### config.mk
export PLATFORM = sky130hd
export DESIGN_NAME = burning_ship_escape_time_flat
export DESIGN_NICKNAME = d
export VERILOG_FILES = /design/src/rtl/core/bse_pkg.sv /design/src/rtl/core/bse_if.sv /design/src/rtl/core/bse_datapath.sv /design/src/rtl/core/bse_ctrl.sv /design/src/rtl/core/burning_ship_escape_time.sv /design/src/flat_wrapper.sv
export SDC_FILE = /design/constraint.sdc
export NUM_CORES = 2
export LEC_CHECK = 0
export BUFFER_PORTS_ARGS = -buffer_cell sky130_fd_sc_hd__buf_2
export CAP_MARGIN = 10
export CELL_PAD_IN_SITES_DETAIL_PLACEMENT = 2
export CELL_PAD_IN_SITES_GLOBAL_PLACEMENT = 2
export CORE_MARGIN = 2
export CORE_UTILIZATION = 40
export DETAILED_ROUTE_END_ITERATION = 7
export PLACE_DENSITY = 0.79
export SYNTH_ARGS = -nofsm -noshare
export SYNTH_HDL_FRONTEND = slang
export SYNTH_SLANG_ARGS = --single-unit
### constraint.sdc
create_clock -name clk -period 13.6 [get_ports clk]
set_clock_uncertainty 0.2 [all_clocks]
set_input_delay 1.36 -clock clk [delete_from_list [all_inputs] [get_ports clk]]
set_output_delay 1.36 -clock clk [all_outputs]
set_load 0.02 [all_outputs]
### src/rtl/core/bse_pkg.sv
`timescale 1ns / 1ps
package bse_pkg;

	localparam int COORD_W   = 10;
	localparam int DATA_W    = 32;
	localparam int CNT_W     = 16;
	localparam int COLOR_W   = 8;
	localparam int FRAC_BITS = 26;
	// floored product of two DATA_W values always fits in SQ_W bits
	localparam int SQ_W      = 2 * DATA_W - FRAC_BITS;
	localparam logic [CNT_W-1:0] MAX_ITER_RESET = CNT_W'(100);

	typedef enum logic [1:0] {
		MUL_NONE,
		MUL_RR,
		MUL_II,
		MUL_RI
	} mul_op_t;

	typedef struct packed {
		logic    load;
		mul_op_t op;
		logic    count_inc;
		logic    out_load;
	} dp_cmd_t;

	typedef struct packed {
		logic count_lt_max;
		logic next_lt_max;
		logic escape;
	} dp_status_t;

	function automatic logic signed [DATA_W-1:0] sat_sq(input logic signed [SQ_W-1:0] v);
		logic fits;
		fits = (v[SQ_W-1:DATA_W-1] == {(SQ_W-DATA_W+1){1'b0}})
			|| (v[SQ_W-1:DATA_W-1] == {(SQ_W-DATA_W+1){1'b1}});
		if (fits)
			return v[DATA_W-1:0];
		else if (v[SQ_W-1])
			return {1'b1, {(DATA_W-1){1'b0}}};
		else
			return {1'b0, {(DATA_W-1){1'b1}}};
	endfunction

	function automatic logic signed [DATA_W-1:0] sat_add(input logic signed [DATA_W:0] v);
		if (v[DATA_W] == v[DATA_W-1])
			return v[DATA_W-1:0];
		else if (v[DATA_W])
			return {1'b1, {(DATA_W-1){1'b0}}};
		else
			return {1'b0, {(DATA_W-1){1'b1}}};
	endfunction

endpackage

### src/rtl/core/bse_if.sv
`timescale 1ns / 1ps
interface bse_in_if;
	import bse_pkg::*;
	logic                     valid;
	logic                     ready;
	logic [COORD_W-1:0]       pixel_x;
	logic [COORD_W-1:0]       pixel_y;
	logic signed [DATA_W-1:0] c_real;
	logic signed [DATA_W-1:0] c_imag;
	logic signed [DATA_W-1:0] z_real_start;
	logic signed [DATA_W-1:0] z_imag_start;
	logic [CNT_W-1:0]         start_count;

	modport source(output valid, pixel_x, pixel_y, c_real, c_imag, z_real_start,
		z_imag_start, start_count, input ready);
	modport sink(input valid, pixel_x, pixel_y, c_real, c_imag, z_real_start,
		z_imag_start, start_count, output ready);
endinterface

interface bse_out_if;
	import bse_pkg::*;
	logic                     valid;
	logic                     ready;
	logic [COORD_W-1:0]       out_x;
	logic [COORD_W-1:0]       out_y;
	logic [CNT_W-1:0]         escape_count;
	logic signed [DATA_W-1:0] final_real;
	logic signed [DATA_W-1:0] final_imag;
	logic [COLOR_W-1:0]       red;
	logic [COLOR_W-1:0]       green;
	logic [COLOR_W-1:0]       blue;

	modport source(output valid, out_x, out_y, escape_count, final_real, final_imag,
		red, green, blue, input ready);
	modport sink(input valid, out_x, out_y, escape_count, final_real, final_imag,
		red, green, blue, output ready);
endinterface

interface bse_cfg_if;
	import bse_pkg::*;
	logic             valid;
	logic             ready;
	logic [CNT_W-1:0] data;

	modport source(output valid, data, input ready);
	modport sink(input valid, data, output ready);
endinterface

### src/rtl/core/bse_datapath.sv
`timescale 1ns / 1ps
module bse_datapath (
	input  logic                             clk,
	input  logic                             arst_n,
	input  logic [bse_pkg::COORD_W-1:0]      pixel_x,
	input  logic [bse_pkg::COORD_W-1:0]      pixel_y,
	input  logic signed [bse_pkg::DATA_W-1:0] c_real,
	input  logic signed [bse_pkg::DATA_W-1:0] c_imag,
	input  logic signed [bse_pkg::DATA_W-1:0] z_real_start,
	input  logic signed [bse_pkg::DATA_W-1:0] z_imag_start,
	input  logic [bse_pkg::CNT_W-1:0]        start_count,
	input  logic                             cfg_we,
	input  logic [bse_pkg::CNT_W-1:0]        cfg_data,
	input  bse_pkg::dp_cmd_t                 cmd,
	output bse_pkg::dp_status_t              status,
	output logic [bse_pkg::COORD_W-1:0]      out_x,
	output logic [bse_pkg::COORD_W-1:0]      out_y,
	output logic [bse_pkg::CNT_W-1:0]        escape_count,
	output logic signed [bse_pkg::DATA_W-1:0] final_real,
	output logic signed [bse_pkg::DATA_W-1:0] final_imag,
	output logic [bse_pkg::COLOR_W-1:0]      red,
	output logic [bse_pkg::COLOR_W-1:0]      green,
	output logic [bse_pkg::COLOR_W-1:0]      blue
);
	import bse_pkg::*;

	logic [CNT_W-1:0]         max_q;
	logic [CNT_W-1:0]         count_q;
	logic [COORD_W-1:0]       px_q;
	logic [COORD_W-1:0]       py_q;
	logic signed [DATA_W-1:0] cr_q;
	logic signed [DATA_W-1:0] ci_q;
	logic signed [DATA_W-1:0] zr_q;
	logic signed [DATA_W-1:0] zi_q;
	logic signed [SQ_W-1:0]   sqr_q;
	logic signed [SQ_W-1:0]   sqi_q;
	logic signed [2*DATA_W-1:0] p_q;
	mul_op_t                  tag_q;

	logic signed [DATA_W-1:0]   mul_a;
	logic signed [DATA_W-1:0]   mul_b;
	logic signed [2*DATA_W-1:0] prod;
	logic signed [2*DATA_W-1:0] p_floor;
	logic signed [SQ_W-1:0]     fq;
	logic signed [DATA_W-1:0]   rr_s;
	logic signed [DATA_W-1:0]   ii_s;
	logic signed [DATA_W-1:0]   ri_s;
	logic signed [DATA_W-1:0]   d_s;
	logic signed [DATA_W-1:0]   nr;
	logic signed [DATA_W-1:0]   ni;
	logic signed [DATA_W-1:0]   twice;
	logic [DATA_W:0]            ar;
	logic [SQ_W:0]              mag;
	logic [CNT_W:0]             count_nx;
	logic [COLOR_W-1:0]         green_nx;

	assign mul_a = (cmd.op == MUL_II) ? zi_q : zr_q;
	assign mul_b = (cmd.op == MUL_RR) ? zr_q : zi_q;
	assign prod  = mul_a * mul_b;

	always_comb begin
		// arithmetic shift floors toward minus infinity
		p_floor = p_q >>> FRAC_BITS;
		fq      = p_floor[SQ_W-1:0];
		rr_s    = sat_sq(sqr_q);
		ii_s    = sat_sq(sqi_q);
		ri_s    = sat_sq(fq);
		d_s     = sat_add({rr_s[DATA_W-1], rr_s} - {ii_s[DATA_W-1], ii_s});
		nr      = sat_add({d_s[DATA_W-1], d_s} + {cr_q[DATA_W-1], cr_q});
		ar      = ri_s[DATA_W-1] ? -{ri_s[DATA_W-1], ri_s} : {ri_s[DATA_W-1], ri_s};
		if (ar[DATA_W:DATA_W-2] != 3'b000)
			twice = {1'b0, {(DATA_W-1){1'b1}}};
		else
			twice = {ar[DATA_W-2:0], 1'b0};
		ni      = sat_add({twice[DATA_W-1], twice} + {ci_q[DATA_W-1], ci_q});
		// both squares are non-negative
		mag     = {2'b00, sqr_q[SQ_W-2:0]} + {2'b00, fq[SQ_W-2:0]};
		count_nx = {1'b0, count_q} + (CNT_W+1)'(1);
		green_nx = {count_q[COLOR_W-2:0], 1'b0};
	end

	assign status.count_lt_max = count_q < max_q;
	assign status.next_lt_max  = count_nx < {1'b0, max_q};
	assign status.escape       = (tag_q == MUL_II) && (mag > ((SQ_W+1)'(4) << FRAC_BITS));

	always_ff @(posedge clk or negedge arst_n) begin
		if (!arst_n) begin
			max_q <= MAX_ITER_RESET;
			tag_q <= MUL_NONE;
		end else begin
			if (cfg_we)
				max_q <= cfg_data;
			tag_q <= cmd.op;
		end
	end

	always_ff @(posedge clk) begin
		p_q <= prod;
		if (cmd.load) begin
			px_q    <= pixel_x;
			py_q    <= pixel_y;
			cr_q    <= c_real;
			ci_q    <= c_imag;
			zr_q    <= z_real_start;
			zi_q    <= z_imag_start;
			count_q <= start_count;
		end else begin
			if (cmd.count_inc)
				count_q <= count_nx[CNT_W-1:0];
			if (tag_q == MUL_RI) begin
				zr_q <= nr;
				zi_q <= ni;
			end
		end
		if (tag_q == MUL_RR)
			sqr_q <= fq;
		if (tag_q == MUL_II)
			sqi_q <= fq;
		if (cmd.out_load) begin
			out_x        <= px_q;
			out_y        <= py_q;
			escape_count <= count_q;
			final_real   <= zr_q;
			final_imag   <= zi_q;
			red          <= count_q[COLOR_W-1:0];
			green        <= green_nx;
			blue         <= count_q[COLOR_W-1:0] + green_nx;
		end
	end

endmodule

### src/rtl/core/bse_ctrl.sv
`timescale 1ns / 1ps
module bse_ctrl (
	input  logic                clk,
	input  logic                arst_n,
	input  logic                in_valid,
	output logic                in_ready,
	output logic                out_valid,
	input  logic                out_ready,
	input  bse_pkg::dp_status_t status,
	output bse_pkg::dp_cmd_t    cmd
);
	import bse_pkg::*;

	typedef enum logic [2:0] {
		S_IDLE,
		S_TEST,
		S_RR,
		S_II,
		S_RI,
		S_UPD,
		S_CHK,
		S_DONE
	} state_t;

	state_t state_q;
	logic   first_q;
	logic   out_valid_q;
	logic   out_free;

	assign in_ready  = (state_q == S_IDLE);
	assign out_valid = out_valid_q;
	assign out_free  = !out_valid_q || out_ready;

	always_comb begin
		cmd.load      = (state_q == S_IDLE) && in_valid;
		cmd.op        = MUL_NONE;
		cmd.count_inc = 1'b0;
		cmd.out_load  = (state_q == S_DONE) && out_free;
		case (state_q)
			S_RR: cmd.op = MUL_RR;
			S_II: cmd.op = MUL_II;
			S_RI: cmd.op = MUL_RI;
			S_CHK: begin
				if (!status.escape) begin
					cmd.count_inc = 1'b1;
					if (status.next_lt_max)
						cmd.op = MUL_RI;
				end
			end
			default: cmd.op = MUL_NONE;
		endcase
	end

	always_ff @(posedge clk or negedge arst_n) begin
		if (!arst_n) begin
			state_q     <= S_IDLE;
			first_q     <= 1'b0;
			out_valid_q <= 1'b0;
		end else begin
			if (out_valid_q && out_ready)
				out_valid_q <= 1'b0;
			case (state_q)
				S_IDLE: begin
					if (in_valid) begin
						state_q <= S_TEST;
						first_q <= 1'b1;
					end
				end
				S_TEST: state_q <= status.count_lt_max ? S_RR : S_DONE;
				S_RR: state_q <= S_II;
				// first pass only squares the start point, no escape test
				S_II: state_q <= first_q ? S_RI : S_CHK;
				S_RI: state_q <= S_UPD;
				S_UPD: begin
					state_q <= S_RR;
					first_q <= 1'b0;
				end
				S_CHK: begin
					if (status.escape || !status.next_lt_max)
						state_q <= S_DONE;
					else
						state_q <= S_UPD;
				end
				S_DONE: begin
					if (out_free) begin
						out_valid_q <= 1'b1;
						state_q     <= S_IDLE;
					end
				end
				default: state_q <= S_IDLE;
			endcase
		end
	end

	a_accept_to_test: assert property (@(posedge clk) disable iff (!arst_n)
		in_valid && in_ready |=> state_q == S_TEST)
		else $error("accepted word did not start the limit test");

	a_upd_then_square: assert property (@(posedge clk) disable iff (!arst_n)
		state_q == S_UPD |=> state_q == S_RR && !first_q)
		else $error("z update not followed by squaring");

	a_done_holds: assert property (@(posedge clk) disable iff (!arst_n)
		state_q == S_DONE && out_valid_q && !out_ready |=> state_q == S_DONE && out_valid_q)
		else $error("result overwritten while previous word pending");

	a_no_mul_idle: assert property (@(posedge clk) disable iff (!arst_n)
		state_q == S_IDLE || state_q == S_DONE |-> cmd.op == MUL_NONE && !cmd.count_inc)
		else $error("datapath activity outside an item");

endmodule

### src/rtl/core/burning_ship_escape_time.sv
`timescale 1ns / 1ps
// Burning Ship escape-time engine. One pixel word in, one result word out, one pixel
// in flight at a time; a finished result waits in the output register while the next
// pixel runs. A pixel whose start count is already at or above the limit goes from the
// limit test straight to the result; otherwise each map step runs on the single shared
// 32x32 multiplier, which issues the two squares and then the cross product of each
// new z in turn, and the z update must finish before the next squares can start. The
// iteration limit resets to 100.
module burning_ship_escape_time (
	input  logic  clk,
	input  logic  arst_n,
	bse_in_if.sink    pixel_in,
	bse_out_if.source pixel_out,
	bse_cfg_if.sink   cfg
);
	import bse_pkg::*;

	dp_cmd_t    cmd;
	dp_status_t status;

	assign cfg.ready = 1'b1;

	bse_ctrl u_ctrl (
		.clk       (clk),
		.arst_n    (arst_n),
		.in_valid  (pixel_in.valid),
		.in_ready  (pixel_in.ready),
		.out_valid (pixel_out.valid),
		.out_ready (pixel_out.ready),
		.status    (status),
		.cmd       (cmd)
	);

	bse_datapath u_dp (
		.clk          (clk),
		.arst_n       (arst_n),
		.pixel_x      (pixel_in.pixel_x),
		.pixel_y      (pixel_in.pixel_y),
		.c_real       (pixel_in.c_real),
		.c_imag       (pixel_in.c_imag),
		.z_real_start (pixel_in.z_real_start),
		.z_imag_start (pixel_in.z_imag_start),
		.start_count  (pixel_in.start_count),
		.cfg_we       (cfg.valid),
		.cfg_data     (cfg.data),
		.cmd          (cmd),
		.status       (status),
		.out_x        (pixel_out.out_x),
		.out_y        (pixel_out.out_y),
		.escape_count (pixel_out.escape_count),
		.final_real   (pixel_out.final_real),
		.final_imag   (pixel_out.final_imag),
		.red          (pixel_out.red),
		.green        (pixel_out.green),
		.blue         (pixel_out.blue)
	);

endmodule
### src/flat_wrapper.sv
// flat-port wrapper written by rule: the top's interface ports become plain ports
module burning_ship_escape_time_flat import bse_pkg::*;
  (clk, arst_n, pixel_in_valid, pixel_in_pixel_x, pixel_in_pixel_y, pixel_in_c_real, pixel_in_c_imag, pixel_in_z_real_start, pixel_in_z_imag_start, pixel_in_start_count, pixel_in_ready, pixel_out_valid, pixel_out_out_x, pixel_out_out_y, pixel_out_escape_count, pixel_out_final_real, pixel_out_final_imag, pixel_out_red, pixel_out_green, pixel_out_blue, pixel_out_ready, cfg_valid, cfg_data, cfg_ready);
  bse_in_if pixel_in_i ();
  bse_out_if pixel_out_i ();
  bse_cfg_if cfg_i ();
  input  logic clk;
  input  logic arst_n;
  input wire logic [$bits(pixel_in_i.valid)-1:0] pixel_in_valid;
  input wire logic [$bits(pixel_in_i.pixel_x)-1:0] pixel_in_pixel_x;
  input wire logic [$bits(pixel_in_i.pixel_y)-1:0] pixel_in_pixel_y;
  input wire logic [$bits(pixel_in_i.c_real)-1:0] pixel_in_c_real;
  input wire logic [$bits(pixel_in_i.c_imag)-1:0] pixel_in_c_imag;
  input wire logic [$bits(pixel_in_i.z_real_start)-1:0] pixel_in_z_real_start;
  input wire logic [$bits(pixel_in_i.z_imag_start)-1:0] pixel_in_z_imag_start;
  input wire logic [$bits(pixel_in_i.start_count)-1:0] pixel_in_start_count;
  output wire logic [$bits(pixel_in_i.ready)-1:0] pixel_in_ready;
  output wire logic [$bits(pixel_out_i.valid)-1:0] pixel_out_valid;
  output wire logic [$bits(pixel_out_i.out_x)-1:0] pixel_out_out_x;
  output wire logic [$bits(pixel_out_i.out_y)-1:0] pixel_out_out_y;
  output wire logic [$bits(pixel_out_i.escape_count)-1:0] pixel_out_escape_count;
  output wire logic [$bits(pixel_out_i.final_real)-1:0] pixel_out_final_real;
  output wire logic [$bits(pixel_out_i.final_imag)-1:0] pixel_out_final_imag;
  output wire logic [$bits(pixel_out_i.red)-1:0] pixel_out_red;
  output wire logic [$bits(pixel_out_i.green)-1:0] pixel_out_green;
  output wire logic [$bits(pixel_out_i.blue)-1:0] pixel_out_blue;
  input wire logic [$bits(pixel_out_i.ready)-1:0] pixel_out_ready;
  input wire logic [$bits(cfg_i.valid)-1:0] cfg_valid;
  input wire logic [$bits(cfg_i.data)-1:0] cfg_data;
  output wire logic [$bits(cfg_i.ready)-1:0] cfg_ready;
  assign pixel_in_i.valid = pixel_in_valid;
  assign pixel_in_i.pixel_x = pixel_in_pixel_x;
  assign pixel_in_i.pixel_y = pixel_in_pixel_y;
  assign pixel_in_i.c_real = pixel_in_c_real;
  assign pixel_in_i.c_imag = pixel_in_c_imag;
  assign pixel_in_i.z_real_start = pixel_in_z_real_start;
  assign pixel_in_i.z_imag_start = pixel_in_z_imag_start;
  assign pixel_in_i.start_count = pixel_in_start_count;
  assign pixel_in_ready = pixel_in_i.ready;
  assign pixel_out_valid = pixel_out_i.valid;
  assign pixel_out_out_x = pixel_out_i.out_x;
  assign pixel_out_out_y = pixel_out_i.out_y;
  assign pixel_out_escape_count = pixel_out_i.escape_count;
  assign pixel_out_final_real = pixel_out_i.final_real;
  assign pixel_out_final_imag = pixel_out_i.final_imag;
  assign pixel_out_red = pixel_out_i.red;
  assign pixel_out_green = pixel_out_i.green;
  assign pixel_out_blue = pixel_out_i.blue;
  assign pixel_out_i.ready = pixel_out_ready;
  assign cfg_i.valid = cfg_valid;
  assign cfg_i.data = cfg_data;
  assign cfg_ready = cfg_i.ready;
  burning_ship_escape_time u_core (.clk(clk), .arst_n(arst_n), .pixel_in(pixel_in_i), .pixel_out(pixel_out_i), .cfg(cfg_i));
endmodule
## After elaboration in Yosys (flattened, before gate mapping)

Index checks and enable logic that the tools add are counted.

| cells by class | value |
|---|---|
| add/subtract/negate cells | 7 |
| multiply operators | 1 |
| $lt $le $gt $ge | 3 |
| eq/ne operators | 20 |
| muxes and demuxes | 37 |
| reductions and logical operators | 21 |

Operator list:

| cell | number |
|---|---|
| 32-bit two-way mux | 19 |
| 32-bit by 32-bit adder with 33-bit output | 2 |
| 32-bit by 32-bit multiplier with 64-bit output | 1 |
| 37-bit by 37-bit adder with 38-bit output | 1 |
| 38-bit by 29-bit greater-than comparator with 1-bit output (second input constant) | 1 |
| 33-bit two-way mux | 1 |
| 33-bit negator | 1 |
| 32-bit by 32-bit subtractor with 33-bit output | 1 |
| 16-bit two-way mux | 2 |
| 3-bit case mux with 8 select lines | 1 |
| 7-bit equality test (second input constant) | 3 |
| 7-bit logical NOT | 3 |
| 16-bit by 1-bit adder with 17-bit output (second input constant) | 1 |
| 17-bit by 16-bit less-than comparator with 1-bit output | 1 |
| 16-bit less-than comparator | 1 |
| 3-bit equality test (second input constant) | 4 |
| 3-bit two-way mux | 4 |
| 8-bit adder | 1 |
| 2-bit case mux with 4 select lines | 1 |
| 2-bit equality test (second input constant) | 3 |
| 3-bit by 2-bit equality test with 1-bit output (second input constant) | 2 |
| 2-bit two-way mux | 3 |
| 2-bit nonzero test | 3 |
| 1-bit logical OR | 5 |
| other kinds (11) | 24 |

| word-level totals | value |
|---|---|
| register bits | 450 |
| input bits | 185 |
| output and inout bits | 127 |
| logic and storage cells | 112 |

## Longest topological paths before layout

| logic depth | value |
|---|---|
| depth in word-level cells | 12 |
| depth in mapped cells | 38 |
| depth with buffers taken out | 33 |

## Modules after synthesis

Synthesis repeated with hierarchy kept, for this count alone.

| second synthesis, totals | value |
|---|---|
| cell total of the unflattened synthesis | 6111 |
| area, all modules | 58542.4 sq um |

By module, submodules not included:

| module | instances | cells each | area an instance (sq um) | sequential area each (sq um) |
|---|---|---|---|---|
| bse_datapath | 1 | 6070 | 58197.1 | 11634.9 |
| bse_ctrl | 1 | 39 | 334.1 | 125.1 |
| burning_ship_escape_time | 1 | 2 | 11.3 | 0.0 |

## Worst setup path before layout

OpenSTA, ideal clock, no wires.

| path | value |
|---|---|
| kind | register -> register |
| start point | reg u_core.u_ctrl.state_q[2] |
| end point | reg u_core.u_dp.p_q[62] |
| data arrival time | 9306 ps |
| data required time | 13284 ps |
| setup slack | 3978 ps |
| cell stages (with the launch flop) | 28 |
| path buffers | 4 |
| cell sequence | dfrtp_1 > buf_2 > nor3b_1 > buf_2 > buf_1 > mux2_2 > clkbuf_1 > nand2_1 > inv_1 > fa_1 > fa_1 > fa_1 > fa_1 > inv_1 > fa_1 > inv_1 > fa_1 > fa_1 > fa_1 > ha_1 > and3_1 > a221o_1 > a21o_1 > a221o_1 > a41oi_2 > o21bai_2 > or4_1 > o211a_1 |

| on the way | value |
|---|---|
| longest elaborated chain between the ends | 5 |

Ends and longest elaborated chain:

| what | RTL line | RTL |
|---|---|---|
| start: declaration | bse_ctrl.sv:25 | `state_t state_q;` |
| start signal: assignment | bse_ctrl.sv:69 | `S_TEST: state_q <= status.count_lt_max ? S_RR : S_DONE;` |
| start signal: assignment | bse_ctrl.sv:72 | `S_II: state_q <= first_q ? S_RI : S_CHK;` |
| 3-bit equality test or 3-bit by 2-bit equality test with 1-bit output (tied branches) | bse_ctrl.sv:39 | `case (state_q)` |
| 2-bit case mux with 4 select lines * | bse_ctrl.sv:39 |  |
| 2-bit equality test or 2-bit by 1-bit equality test with 1-bit output (tied branches) | bse_datapath.sv:57, bse_datapath.sv:58 |  |
| 32-bit two-way mux (on tied branches) | bse_datapath.sv:57, bse_datapath.sv:58 |  |
| 32-bit by 32-bit multiplier with 64-bit output * | bse_datapath.sv:59 | `assign prod = mul_a * mul_b;` |
| via u_core.u_dp.prod[62] | bse_datapath.sv:42 | `logic signed [2*DATA_W-1:0] prod;` |
| end signal: assignment | bse_datapath.sv:98 | `p_q <= prod;` |
| end: declaration | bse_datapath.sv:37 | `logic signed [2*DATA_W-1:0] p_q;` |

The timed path passes the listed nets; every way through them passes the cells marked *.
A chain may end at the register's enable or synchronous reset.

## Worst setup path in the final report

| path | value |
|---|---|
| start point | reg u_core.u_ctrl.state_q[0] |
| end point | reg u_core.u_dp.p_q[62] |

Same word-level chain as after synthesis.

==> results.md <==
* Routed via count at about 48,000
* Largest net degree at the start of global routing at 82
* Chip width at 386 um
* Largest area contributor in the netlist: fa_1
* Clk sinks at ~410
* Count leader, synth: fa_1
* Most used cell, CP: fa_1
* Reg2Reg Launch Point: u_core.u_ctrl.state_q[0]
* Worst slew margin at 0.0939
* Io pins at 312
* Hold crit path type: register to register
* Synth area leaders: fa_1 37%, edfxtp_1 18%, ha_1 7.5%, inv_1 6.7%, nand2_1 4.9%
* Worst path required time at ~14 ns
* CTS tree: yes
* Gr ovfl total at 0
* Setup crit end kind: register
* Setup_tns at 0 ns
* Inserted Clock Buffers at between 40 and 50
* Sequential share of the synthesized area at 0.202
* Worst Path Class, Setup: register to register
* Detail Placement HPWL at slightly above 200 mm
* Hold Startpoint: u_core.u_dp.px_q[9]
* Die ar. at 149,000 um2
* Starting Density at 0.401
* Routed Antenna Nets at 0
* Average wire per standard cell at 30.7 um
* Crit path from: u_core.u_ctrl.state_q[0]
* First DRT Iteration DRCs at 3,739
* Min Tclk post-route at roughly 11 ns
* Fmax at 88.2 MHz
* WL final at 254 mm
* Slowest-stage cell, CP: fa_1
* Yosys reg bits at ~400
* Synth warn at 0
* Post-CTS Resized at 0
* IO buf count at about 310
* Synth async-reset ratio at 0.0564
* Post-CTS setup buffer count at 0
* Post-synth EDFFs at ~350
* Root buf cell: clkbuf_16
* H-tree levels at 2
* Final hold vios at 0
* Dpl cells at a little over 8,000
* Commonest cells in the netlist: 1,086 x fa_1, 1,046 x inv_1, 768 x nand2_1
* Top delay family on crit path: adder cells
* Routability Congestion at about 0.95
* Synth Instances at just over 6,000
* Status: complete, no violations
* Cell Count, Final, Fillers Out at about 8,300
* Layout net count at roughly 7,900
* Synth Cell Area at 58,300 um2
* # hold bufs at CTS at 0
* Period utilization at 0.834
* RSZ-0062 raised after global routing: no
* Worst Tran Pin Value at approximately 1.3 ns
* Fill cells at about 16,000
* Top cell type's share of synthesized area at 0.373
* Drt via density at between 5 and 6
* Clk pin slew, worst setup/hold paths at roughly 0.060 ns
* Buffers & Inverters on Critical Path at 4
* Total iterations of the first detailed-routing run at 8
* Worst skew pair latency at approximately 0.65 ns
* Syn Area/Cell at 9.58 um2
* Prevailing post-synth register cell: edfxtp_1
* Arr. time, crit path at roughly 12 ns
* Area delta synth->final at 9.77%
* Layout cells sized above 1 at 0.0985
* Total core area at between 100,000 and 150,000 um2
* Crit-path max FO at 28
* Die H at 386 um
* # rows at between 100 and 150
* Crit path largest cell delay at 0.98 ns
* Max clock buf depth at 3
* First-pass GRT wire length at 373 mm
* Vias in the first global route at between 50,000 and 60,000
* Yosys cell types at slightly below 90
* Max-Cap Viols at 0
* Post-route DRC violation count at 0
* Final Slew Violations at 0
* Gr usage total at 0.345
* # setup viols final at 0
* Initial antenna violation count at 45
* Crit start category: register
flip-flops by register name, indices dropped and copies added (netlist names):
| register | cells |
|---|---|
| u_core.u_dp.final_real | 32 |
| u_core.u_dp.zr_q | 32 |
| u_core.u_dp.escape_count | 16 |
| u_core.u_dp.out_y | 10 |
| u_core.u_dp.max_q | 16 |
| u_core.u_dp.count_q | 16 |
| u_core.u_dp.tag_q | 2 |
| u_core.u_dp.sqi_q | 38 |
| u_core.u_dp.cr_q | 32 |
| u_core.u_dp.sqr_q | 38 |
| u_core.u_dp.blue | 7 |
| u_core.u_ctrl.out_valid | 1 |
| u_core.u_dp.p_q | 38 |
| u_core.u_dp.final_imag | 32 |
| u_core.u_dp.py_q | 10 |
| u_core.u_dp.out_x | 10 |
| u_core.u_dp.px_q | 10 |
| u_core.u_ctrl.state_q | 3 |
| u_core.u_dp.zi_q | 32 |
| u_core.u_dp.ci_q | 32 |
| u_core.u_ctrl.first_q | 1 |
per-stage QoR:
step / utilization / worst slack (ns) / hold WS [ns] / cell area, um2
2_1_floorplan: - / 3.98 / 0.200 / 58300
6_report: 0.440 / 2.26 / 0.220 / 64000
3_3_place_gp: 0.429 / 2.93 / 0.200 / 62300
5_1_grt: 0.440 / 1.99 / 0.222 / 63900
3_5_place_dp: 0.429 / 2.34 / 0.206 / 62300
4_1_cts: 0.440 / 2.34 / 0.220 / 63900
cells by family (layout without fill, tap and decap cells):
group	Yosys count	after routing	share of synthesized area
XOR/XNOR	168	168	0.0253
multiplexers	94	94	0.0167
adder cells (fa/ha/maj)	1454	1454	0.452
buffers and inverters	1315	1553	0.0863
AND/OR/NAND/NOR	1787	1787	0.127
flip-flops	408	408	0.202
AO/OA/AOI/OAI	855	855	0.0912
other	2	36	0.000129
routing by layer:
metal | global-route usage | up-vias | share of wire
li1 | - | 19631 | -
met1 | 0.428 | 25519 | 0.39
met2 | 0.582 | 1947 | 0.49
met3 | 0.0623 | 631 | 0.070
met4 | 0.167 | 10 | 0.057
met5 | 0 | - | 0.00032
area by class of cell:
type / instances / area [um2] / share of cell area
inverters: 1049 / 3940 / 0.0616
diodes: 33 / 82.6 / 0.00129
clock inverters: 25 / 305 / 0.00477
flip-flops and latches: 408 / 11800 / 0.184
repair buffers: 419 / 2370 / 0.0371
well taps: 1917 / 2400 / 0.0375
multi-input cells: 4361 / 41800 / 0.654
clock buffers: 60 / 1280 / 0.0200
path summary, 6_finish.rpt:
kind,cells after the start,endpoint,slack [ns]
min,0,u_core.u_dp.out_x[9],0.22
max,25,u_core.u_dp.p_q[62],2.26
min in group asynchronous,1,u_core.u_dp.max_q[0],0.58
max in group asynchronous,1,u_core.u_dp.max_q[4],12.15
min reg2reg,0,u_core.u_dp.out_x[9],0.22
max reg2reg,25,u_core.u_dp.p_q[62],2.26
cells in the final DEF (no fill, tap or decap), types with 31 or more instances in the layout:
cell type	netlist	final
inv_1	1046	1046
a21oi_1	280	280
xor2_1	59	58
clkbuf_16	0	48
buf_2	8	309
nand3_1	52	52
nor3_1	39	39
edfxtp_1	347	347
nand2_1	768	766
nor2b_1	32	31
xnor2_1	109	109
diode_2	0	33
fa_1	1086	1086
ha_1	351	351
dfxtp_1	38	38
a21o_1	130	130
o21ai_0	186	186
buf_4	18	110
nor2_1	727	723
Power is left out: the tool's default activity adds up to more than one toggle a clock period on the data nets, which glitch-free logic cannot reach.
